### src/design/tgd_pkg.sv
`default_nettype none

package tgd_pkg;

   localparam int SAMPLE_WIDTH = 16;
   localparam int TIME_WIDTH   = 32;
   localparam int LEVEL_WIDTH  = 15;
   localparam int DWELL_WIDTH  = 32;
   localparam int CODE_WIDTH   = 3;
   localparam int LED_COUNT    = 5;
   localparam int CSR_INDEX_WIDTH = 2;
   localparam int CSR_DATA_WIDTH  = 32;

   // signed compare width: room for the sample, the level and its negation
   localparam int CMP_WIDTH =
      ((SAMPLE_WIDTH > LEVEL_WIDTH) ? SAMPLE_WIDTH : LEVEL_WIDTH) + 2;
   // elapsed time vs dwell compare width
   localparam int TCMP_WIDTH = (TIME_WIDTH > DWELL_WIDTH) ? TIME_WIDTH : DWELL_WIDTH;

   // animation time steps
   localparam int CLICK_SHIFT    = 16;
   localparam int PROPOSAL_SHIFT = 17;

   localparam logic [LEVEL_WIDTH-1:0] QUIET_RESET   = LEVEL_WIDTH'(50);
   localparam logic [LEVEL_WIDTH-1:0] GRAVITY_RESET = LEVEL_WIDTH'(100);
   localparam logic [DWELL_WIDTH-1:0] DWELL_RESET   = DWELL_WIDTH'(1) << 19;

   localparam logic [CSR_INDEX_WIDTH-1:0] CSR_QUIET   = 2'd0;
   localparam logic [CSR_INDEX_WIDTH-1:0] CSR_GRAVITY = 2'd1;
   localparam logic [CSR_INDEX_WIDTH-1:0] CSR_DWELL   = 2'd2;

   localparam logic [CODE_WIDTH-1:0] EV_DOWN  = 3'd0;
   localparam logic [CODE_WIDTH-1:0] EV_LEFT  = 3'd1;
   localparam logic [CODE_WIDTH-1:0] EV_RIGHT = 3'd2;
   localparam logic [CODE_WIDTH-1:0] EV_ENTER = 3'd3;
   localparam logic [CODE_WIDTH-1:0] EV_EXIT  = 3'd4;
   localparam logic [CODE_WIDTH-1:0] EV_NONE  = 3'd0;

   localparam logic [LED_COUNT-1:0] LED_OFF  = 5'h00;
   localparam logic [LED_COUNT-1:0] LED_FULL = 5'h1f;

   typedef enum logic [5:0] {
      ORI_DOWN    = 6'b000001,
      ORI_LEFT    = 6'b000010,
      ORI_RIGHT   = 6'b000100,
      ORI_UP      = 6'b001000,
      ORI_NEUTRAL = 6'b010000,
      ORI_UNDEF   = 6'b100000
   } ori_type;

   typedef enum logic [1:0] {
      ANIM_BLACK    = 2'd0,
      ANIM_CLICK    = 2'd1,
      ANIM_PROPOSAL = 2'd2
   } anim_type;

   typedef struct packed {
      logic signed [SAMPLE_WIDTH-1:0] accel_x;
      logic signed [SAMPLE_WIDTH-1:0] accel_y;
      logic signed [SAMPLE_WIDTH-1:0] accel_z;
      logic        [TIME_WIDTH-1:0]   now_us;
   } req_type;

   typedef struct packed {
      logic                  event_valid;
      logic [CODE_WIDTH-1:0] event_code;
      logic                  led_enable;
      logic [LED_COUNT-1:0]  led_bits;
   } rsp_type;

   typedef struct packed {
      logic [LEVEL_WIDTH-1:0] quiet_band;
      logic [LEVEL_WIDTH-1:0] gravity_level;
      logic [DWELL_WIDTH-1:0] dwell_us;
   } cfg_type;

   function automatic logic [CODE_WIDTH-1:0] ori_code(input ori_type ori);
      logic [CODE_WIDTH-1:0] code;
      case (ori)
         ORI_DOWN:    code = EV_DOWN;
         ORI_LEFT:    code = EV_LEFT;
         ORI_RIGHT:   code = EV_RIGHT;
         ORI_UP:      code = EV_ENTER;
         ORI_NEUTRAL: code = EV_EXIT;
         default:     code = EV_NONE;
      endcase
      return code;
   endfunction

   function automatic logic [LED_COUNT-1:0] click_frame(input logic [1:0] idx);
      logic [LED_COUNT-1:0] f;
      case (idx)
         2'd0:    f = 5'h04;
         2'd1:    f = 5'h0e;
         2'd2:    f = 5'h0e;
         default: f = 5'h1f;
      endcase
      return f;
   endfunction

   function automatic logic [LED_COUNT-1:0] proposal_frame(input logic [1:0] idx);
      logic [LED_COUNT-1:0] f;
      case (idx)
         2'd0:    f = 5'h10;
         2'd1:    f = 5'h18;
         2'd2:    f = 5'h1c;
         default: f = 5'h1e;
      endcase
      return f;
   endfunction

endpackage

`default_nettype wire

### src/design/tilt_gesture_dwell_fsm.sv
// Tilt gesture recognizer with dwell confirmation and LED animation frame.
// Path: a beat is captured in the input register, then stepped into the result register unless rsp stalls.
// Throughput: one beat per cycle while rsp is not stalled; input register -> classify/state step -> result register.
// Backpressure on rsp stalls req only when both registers are full.
// Reset (synchronous, active high): orientation undefined, nothing pending,
// black animation, registers back to quiet 50, gravity 100, dwell 2^19 us.
`default_nettype none

module tilt_gesture_dwell_fsm (
   input  var logic                                   clock,
   input  var logic                                   reset,
   // sample channel
   input  var logic                                   req_valid,
   output logic                                       req_stall,
   input  var tgd_pkg::req_type                       req_data,
   // result channel
   output logic                                       rsp_valid,
   input  var logic                                   rsp_stall,
   output tgd_pkg::rsp_type                           rsp_data,
   // register writes
   input  var logic                                   csr_valid,
   output logic                                       csr_ready,
   input  var logic [tgd_pkg::CSR_INDEX_WIDTH-1:0]    csr_index,
   input  var logic [tgd_pkg::CSR_DATA_WIDTH-1:0]     csr_wdata
);

   // input register
   logic             s1_valid_ff, s1_valid_in;
   tgd_pkg::req_type s1_data_ff;
   // result register
   logic             out_valid_ff, out_valid_in;
   tgd_pkg::rsp_type out_data_ff;
   tgd_pkg::rsp_type step_result;
   // configuration
   tgd_pkg::cfg_type cfg_ff;

   logic out_can;   // result register free this cycle
   logic fire;      // input beat moves into the result register
   logic req_take;

   assign out_can   = !out_valid_ff || !rsp_stall;
   assign fire      = s1_valid_ff && out_can;
   assign req_stall = s1_valid_ff && !out_can;
   assign req_take  = req_valid && !req_stall;

   assign s1_valid_in  = req_take ? 1'b1 : (fire ? 1'b0 : s1_valid_ff);
   assign out_valid_in = fire ? 1'b1 : (out_can ? 1'b0 : out_valid_ff);

   // state lives in the core and advances only when a beat commits
   tgd_core u_core (
      .clock  (clock),
      .reset  (reset),
      .fire   (fire),
      .sample (s1_data_ff),
      .cfg    (cfg_ff),
      .result (step_result)
   );

   always_ff @(posedge clock) begin
      if (reset) begin
         s1_valid_ff  <= 1'b0;
         out_valid_ff <= 1'b0;
      end else begin
         s1_valid_ff  <= s1_valid_in;
         out_valid_ff <= out_valid_in;
      end
   end

   always_ff @(posedge clock) begin
      if (req_take) begin
         s1_data_ff <= req_data;
      end
      if (fire) begin
         out_data_ff <= step_result;
      end
   end

   // config writes are taken whenever offered; unknown indexes are dropped
   assign csr_ready = 1'b1;

   always_ff @(posedge clock) begin
      if (reset) begin
         cfg_ff.quiet_band    <= tgd_pkg::QUIET_RESET;
         cfg_ff.gravity_level <= tgd_pkg::GRAVITY_RESET;
         cfg_ff.dwell_us      <= tgd_pkg::DWELL_RESET;
      end else if (csr_valid && csr_ready) begin
         case (csr_index)
            tgd_pkg::CSR_QUIET:
               cfg_ff.quiet_band <= csr_wdata[tgd_pkg::LEVEL_WIDTH-1:0];
            tgd_pkg::CSR_GRAVITY:
               cfg_ff.gravity_level <= csr_wdata[tgd_pkg::LEVEL_WIDTH-1:0];
            tgd_pkg::CSR_DWELL:
               cfg_ff.dwell_us <= csr_wdata[tgd_pkg::DWELL_WIDTH-1:0];
            default: ;
         endcase
      end
   end

   assign rsp_valid = out_valid_ff;
   assign rsp_data  = out_data_ff;

`ifndef SYNTH
   // stall toward the sender only with a beat held in the input register
   a_stall_has_beat: assert property (@(posedge clock) disable iff (reset)
      req_stall |-> s1_valid_ff)
      else $error("req_stall without a held beat");

   // a confirmed enter leaves the block in up, so the LEDs go dark
   a_enter_dark: assert property (@(posedge clock) disable iff (reset)
      rsp_valid && rsp_data.event_valid && (rsp_data.event_code == tgd_pkg::EV_ENTER)
      |-> !rsp_data.led_enable)
      else $error("enter event with LEDs enabled");

   // no event means code zero; dark means no LEDs lit
   a_idle_fields: assert property (@(posedge clock) disable iff (reset)
      rsp_valid |-> ((rsp_data.event_valid || (rsp_data.event_code == tgd_pkg::EV_NONE))
                  && (rsp_data.led_enable || (rsp_data.led_bits == tgd_pkg::LED_OFF))))
      else $error("stray result fields");

   // a committed beat shows up as a result on the next cycle
   a_fire_result: assert property (@(posedge clock) disable iff (reset)
      fire |=> rsp_valid)
      else $error("committed beat lost");
`endif

endmodule

`default_nettype wire

### src/design/tgd_classify.sv
`default_nettype none

module tgd_classify (
   input  var tgd_pkg::req_type sample,
   input  var tgd_pkg::cfg_type cfg,
   output tgd_pkg::ori_type     cls
);

   localparam int SW = tgd_pkg::SAMPLE_WIDTH;
   localparam int CW = tgd_pkg::CMP_WIDTH;
   localparam int LW = tgd_pkg::LEVEL_WIDTH;

   logic signed [CW-1:0] x, y, z, q, g;
   logic qx, qy, qz;

   assign x = {{(CW-SW){sample.accel_x[SW-1]}}, sample.accel_x};
   assign y = {{(CW-SW){sample.accel_y[SW-1]}}, sample.accel_y};
   assign z = {{(CW-SW){sample.accel_z[SW-1]}}, sample.accel_z};
   assign q = {{(CW-LW){1'b0}}, cfg.quiet_band};
   assign g = {{(CW-LW){1'b0}}, cfg.gravity_level};

   // strictly inside the quiet band
   assign qx = (x > -q) && (x < q);
   assign qy = (y > -q) && (y < q);
   assign qz = (z > -q) && (z < q);

   always_comb begin
      if (qx && qy && (z > g)) begin
         cls = tgd_pkg::ORI_NEUTRAL;
      end else if (qx && qz && (y < -g)) begin
         cls = tgd_pkg::ORI_UP;
      end else if (qx && qz && (y > g)) begin
         cls = tgd_pkg::ORI_DOWN;
      end else if (qy && qz && (x < -g)) begin
         cls = tgd_pkg::ORI_LEFT;
      end else if (qy && qz && (x > g)) begin
         cls = tgd_pkg::ORI_RIGHT;
      end else begin
         cls = tgd_pkg::ORI_UNDEF;
      end
   end

endmodule

`default_nettype wire

### src/design/tgd_core.sv
`default_nettype none

module tgd_core (
   input  var logic             clock,
   input  var logic             reset,
   input  var logic             fire,
   input  var tgd_pkg::req_type sample,
   input  var tgd_pkg::cfg_type cfg,
   output tgd_pkg::rsp_type     result
);

   localparam int TW  = tgd_pkg::TIME_WIDTH;
   localparam int TCW = tgd_pkg::TCMP_WIDTH;
   localparam int CS  = tgd_pkg::CLICK_SHIFT;
   localparam int PS  = tgd_pkg::PROPOSAL_SHIFT;

   tgd_pkg::ori_type  ori_ff, ori_in, cls;
   tgd_pkg::anim_type anim_ff, anim_in;
   logic              pend_ff, pend_in;
   logic [TW-1:0]     since_ff, since_in;
   logic [TW-1:0]     astart_ff, astart_in;
   logic [TW-1:0]     elapsed, d;
   logic              dwell_done;
   logic              ev_valid;
   logic [tgd_pkg::CODE_WIDTH-1:0] ev_code;
   logic [tgd_pkg::LED_COUNT-1:0]  led;
   logic              led_en;

   tgd_classify u_classify (
      .sample (sample),
      .cfg    (cfg),
      .cls    (cls)
   );

   assign elapsed    = sample.now_us - since_ff;
   assign dwell_done = TCW'(elapsed) > TCW'(cfg.dwell_us);

   always_comb begin
      ori_in    = ori_ff;
      pend_in   = pend_ff;
      since_in  = since_ff;
      anim_in   = anim_ff;
      astart_in = astart_ff;
      ev_valid  = 1'b0;
      ev_code   = tgd_pkg::EV_NONE;
      if (pend_ff) begin
         if (ori_ff == cls) begin
            if (dwell_done) begin
               pend_in   = 1'b0;
               ev_valid  = 1'b1;
               ev_code   = tgd_pkg::ori_code(cls);
               anim_in   = tgd_pkg::ANIM_CLICK;
               astart_in = sample.now_us;
            end
         end else begin
            // abandoned proposal falls back
            ori_in    = (ori_ff == tgd_pkg::ORI_NEUTRAL) ? tgd_pkg::ORI_UP
                                                         : tgd_pkg::ORI_NEUTRAL;
            pend_in   = 1'b0;
            anim_in   = tgd_pkg::ANIM_BLACK;
            astart_in = sample.now_us;
         end
      end else begin
         case (ori_ff)
            tgd_pkg::ORI_UP: begin
               if (cls == tgd_pkg::ORI_NEUTRAL) begin
                  ori_in    = cls;
                  pend_in   = 1'b1;
                  since_in  = sample.now_us;
                  anim_in   = tgd_pkg::ANIM_PROPOSAL;
                  astart_in = sample.now_us;
               end
            end
            tgd_pkg::ORI_NEUTRAL: begin
               if (cls inside {tgd_pkg::ORI_DOWN, tgd_pkg::ORI_LEFT,
                               tgd_pkg::ORI_RIGHT, tgd_pkg::ORI_UP}) begin
                  ori_in    = cls;
                  pend_in   = 1'b1;
                  since_in  = sample.now_us;
                  anim_in   = tgd_pkg::ANIM_PROPOSAL;
                  astart_in = sample.now_us;
               end
            end
            default: begin
               if (cls == tgd_pkg::ORI_NEUTRAL) begin
                  ori_in = tgd_pkg::ORI_NEUTRAL;
               end
            end
         endcase
      end
   end

   // LED frame from the updated state
   assign d      = sample.now_us - astart_in;
   assign led_en = pend_in || (ori_in != tgd_pkg::ORI_UP);

   always_comb begin
      led = tgd_pkg::LED_OFF;
      if (led_en) begin
         case (anim_in)
            tgd_pkg::ANIM_CLICK: begin
               led = (d[TW-1:CS+2] == '0) ? tgd_pkg::click_frame(d[CS+1:CS])
                                          : tgd_pkg::LED_OFF;
            end
            tgd_pkg::ANIM_PROPOSAL: begin
               led = (d[TW-1:PS+2] == '0) ? tgd_pkg::proposal_frame(d[PS+1:PS])
                                          : tgd_pkg::LED_FULL;
            end
            default: led = tgd_pkg::LED_OFF;
         endcase
      end
   end

   assign result.event_valid = ev_valid;
   assign result.event_code  = ev_code;
   assign result.led_enable  = led_en;
   assign result.led_bits    = led;

   always_ff @(posedge clock) begin
      if (reset) begin
         ori_ff    <= tgd_pkg::ORI_UNDEF;
         pend_ff   <= 1'b0;
         since_ff  <= '0;
         anim_ff   <= tgd_pkg::ANIM_BLACK;
         astart_ff <= '0;
      end else if (fire) begin
         ori_ff    <= ori_in;
         pend_ff   <= pend_in;
         since_ff  <= since_in;
         anim_ff   <= anim_in;
         astart_ff <= astart_in;
      end
   end

endmodule

`default_nettype wire
### config.mk
export PLATFORM = sky130hd
export DESIGN_NAME = tilt_gesture_dwell_fsm
export DESIGN_NICKNAME = d
export VERILOG_FILES = /design/src/design/tgd_pkg.sv /design/src/design/tilt_gesture_dwell_fsm.sv /design/src/design/tgd_classify.sv /design/src/design/tgd_core.sv
export SDC_FILE = /design/constraint.sdc
export NUM_CORES = 1
export LEC_CHECK = 0
export BUFFER_PORTS_ARGS = -buffer_cell sky130_fd_sc_hd__buf_2
export CELL_PAD_IN_SITES_DETAIL_PLACEMENT = 0
export CELL_PAD_IN_SITES_GLOBAL_PLACEMENT = 1
export CORE_ASPECT_RATIO = 1.75
export CORE_MARGIN = 2
export CORE_UTILIZATION = 45
export CTS_BUF_LIST = sky130_fd_sc_hd__clkbuf_8
export CTS_CLUSTER_SIZE = 10
export DETAILED_ROUTE_END_ITERATION = 10
export GPL_ROUTABILITY_DRIVEN = 0
export PLACE_DENSITY_LB_ADDON = 0.08
export SYNTH_ARGS = -nofsm -noshare
export SYNTH_HDL_FRONTEND = slang
export SYNTH_SLANG_ARGS = --single-unit
### constraint.sdc
create_clock -name clock -period 12.88 [get_ports clock]
set_clock_uncertainty 0.15 [all_clocks]
set_input_delay 1.932 -clock clock [delete_from_list [all_inputs] [get_ports clock]]
set_output_delay 1.932 -clock clock [all_outputs]
set_load 0.03 [all_outputs]
==> flow_summary_export.csv <==
group,metric,value,unit
layout,fin_area,0.0184,sq mm
layout,fillers,3559,
yosys,synth-main-ff-cell,"dfxtp_1",
cts,post_cts_buffers,0,
global_routing,grt_start_max_net_pins,76,
yosys,yosysSeqAreaShare,0.329,
cts,cts_tree,"done",
yosys,synth_edf_count,90,
layout,drive_gt1_frac,0.111,
worst_setup_path,path_buf_inv,1,
worst_setup_path,cpMaxStageDelayCell,"o41ai_4",
yosys,synthTopCellsByCount,"ha_1 (266), nand2_1 (237), a21oi_1 (159), nor2_1 (143), dfxtp_1 (137)",
layout,final_cells,2488,
yosys,avgSynthCellArea,8.88,sq um
sta,rsz0062_at_grt,"no",
status,outcome,"completed",
worst_setup_path,required,13.04,ns
placement,placed_cell_area,0.0177,sq mm
routing,vias,14200,
global_routing,antenna_found_initial,1,
sta,slew_headroom,0.156,
placement,pre_cts_slack,1.56,ns
die,start_util,0.457,
routing,first_pass_iters,6,
worst_setup_path,slowest_delay,0.67,ns
cts,cts.sinks,227,
yosys,synthCells,1861,
sta,hold_violations,0,
yosys,synth.most_common_cell,"ha_1",
routing,wire_per_inst,20.4,microns
cts,ctsHtreeMaxLevel,2,
placement,dp_hpwl,40.8,mm
power,peakVddDrop,0.0812,mV
yosys,yosys_warnings,0,
worst_setup_path,crit_arrival,11.47,ns
routing,postRouteAntennaNets,0,
yosys,syn_nets,2247,
layout,syn_to_final_growth,11.3,%
power,power.leakage,7.76,nW
die,core_area,0.0361,sq mm
cts,cts_buffers,38,
cts,path_clk_slew,0.06,ns
flow_run,cap_violations,0,
yosys,async_flop_share,0,
sta,fin_tns_setup,0,ns
yosys,synth-seq-cells,227,
sta,setup_violations,0,
sta,tightest_slew,1.26,ns
cts,cts_resized,0,
sta,period_share,0.879,
hold_path,min_path_cells,2,
worst_setup_path,cp-start-kind,"register",
yosys,synth_largest_area_cell,"ha_1",
routing,first_iter_violations,664,
worst_setup_path,worstSetupPathDepth,42,
cts,cts_max_path_buffers,3,
routing,routed_via_density,5.72,
global_routing,grt_pass1_vias,14700,
sta,fin_crit,11.32,ns
hold_path,hold_class,"register to register",
die,io_pins,132,
die,row_count,92,
placement,io_buffer_count,130,
layout,layout.nets,2373,
yosys,synth.area.top_cells,"ha_1 (20%), dfxtp_1 (17%), edfxtp_1 (16%)",
global_routing,grt_pass1_wl,78.6,mm
worst_setup_path,worst-path-max-fanout,29,
routing,drt-total-wl,50.8,mm
power,power.total,1.84,mW
worst_setup_path,crit_family,"compound AO/OA/AOI/OAI gates",
cts,cts_hold_buf,0,
worst_setup_path,crit_type,"register to register",
worst_setup_path,crit_path_end_kind,"register",
sta,fmax,0.0884,GHz
die,die_w,149,microns
placement,dp.cells,2417,
routing,drcViolationCount,0,
cts,clock_latency,0.58,ns
global_routing,gr-usage-all-layers,0.265,
die,die_area,0.0384,sq mm
sta,finalWorstSetupSlack,1.56,ns
global_routing,overflow,0,
worst_setup_path,reg2regPathDepth,42,
cts,root_buffer,"clkbuf_8",
yosys,ys_types,82,
die,die_h,258,microns
yosys,syn_area,0.0165,sq mm
power,p_per_area,99.9,mW/mm^2
sta,maxSlewViolCount,0,
yosys,synth_top_area_share,0.201,
report_power, final:
part           switching, mW  total, mW  internal (mW)
logic                  0.219      0.375          0.156
clock network          0.316      0.642          0.326
registers             0.0390      0.820          0.781
registers in the layout, summed over array words and instances (netlist names):
signal	cells
s1_data_ff	80
cfg_ff	62
rsp_valid	1
s1_valid_ff	1
u_core.since_ff	32
rsp_data	10
u_core.ori_ff	6
u_core.anim_ff	2
u_core.astart_ff	32
u_core.pend_ff	1
kinds of logic after synthesis:
logic type	share of synthesized area
xor+xnor	0.0362
simple gates	0.178
fa+ha+maj	0.203
compound gates	0.191
other cells	0.000227
buf+inv	0.0407
mux	0.0226
flops	0.329
worst reg2reg max path: cells and delay by family (launching register included):
family	cells	cell delay, ns
xor gates and xnor gates	1	0.14
adders and majority gates	3	0.88
buffers and inverters	1	0.56
muxes	2	0.53
AOI/OAI and AO/OA	25	6.81
DFF	1	0.47
and+or+nand+nor	10	1.50
area by class of cell:
cell class | count | area [sq um] | share of cell area
Antenna cell | 1 | 2.50 | 0.000136
Clock buffer | 39 | 537 | 0.0292
Clock inverter | 31 | 198 | 0.0107
Inverter | 123 | 462 | 0.0251
Multi-Input combinational cell | 1458 | 10400 | 0.568
Sequential cell | 227 | 5450 | 0.296
Tap cell | 470 | 588 | 0.0320
Timing Repair Buffer | 139 | 721 | 0.0392
layout by cell type (no fill, tap or decap), types with 19 or more instances in the layout:
| cell | instances |
|---|---|
| buf_2 | 129 |
| nor3_1 | 48 |
| a21o_1 | 57 |
| ha_1 | 266 |
| o21ai_0 | 59 |
| dfxtp_1 | 137 |
| nor2b_1 | 20 |
| edfxtp_1 | 90 |
| a211oi_1 | 50 |
| and3_1 | 19 |
| nand4_1 | 27 |
| inv_1 | 133 |
| a21oi_1 | 159 |
| mux2i_1 | 35 |
| o21a_1 | 24 |
| nand2_1 | 237 |
| nand3_1 | 41 |
| xnor2_1 | 46 |
| clkbuf_8 | 39 |
| nor2_1 | 143 |
metrics by stage:
| step | utilization | hold slack, ns |
|---|---|---|
| floorplan | - | 0.286 |
| CTS | 0.509 | 0.306 |
| detailed placement | 0.489 | 0.297 |
| global placement | 0.489 | 0.292 |
| global route | 0.509 | 0.322 |
| finish | 0.509 | 0.304 |
per-layer routing:
metal | global-route usage | routed length, microns | up-vias
li1 | - | - | 7067
met1 | 0.246 | 17300 | 6696
met2 | 0.510 | 27400 | 306
met3 | 0.0307 | 1390 | 161
met4 | 0.211 | 4780 | 0
met5 | 0 | 0 | -
path summary, 6_finish.rpt:
kind	startpoint	end	slack (ns)
worst max-delay path	s1_data_ff[1]	rsp_data[3]	1.56
worst min-delay path	u_core.since_ff[16]	u_core.since_ff[16]	0.30
worst max register to register	s1_data_ff[1]	rsp_data[3]	1.56
worst min register to register	u_core.since_ff[16]	u_core.since_ff[16]	0.30
Power figures use the tool's default switching activity.
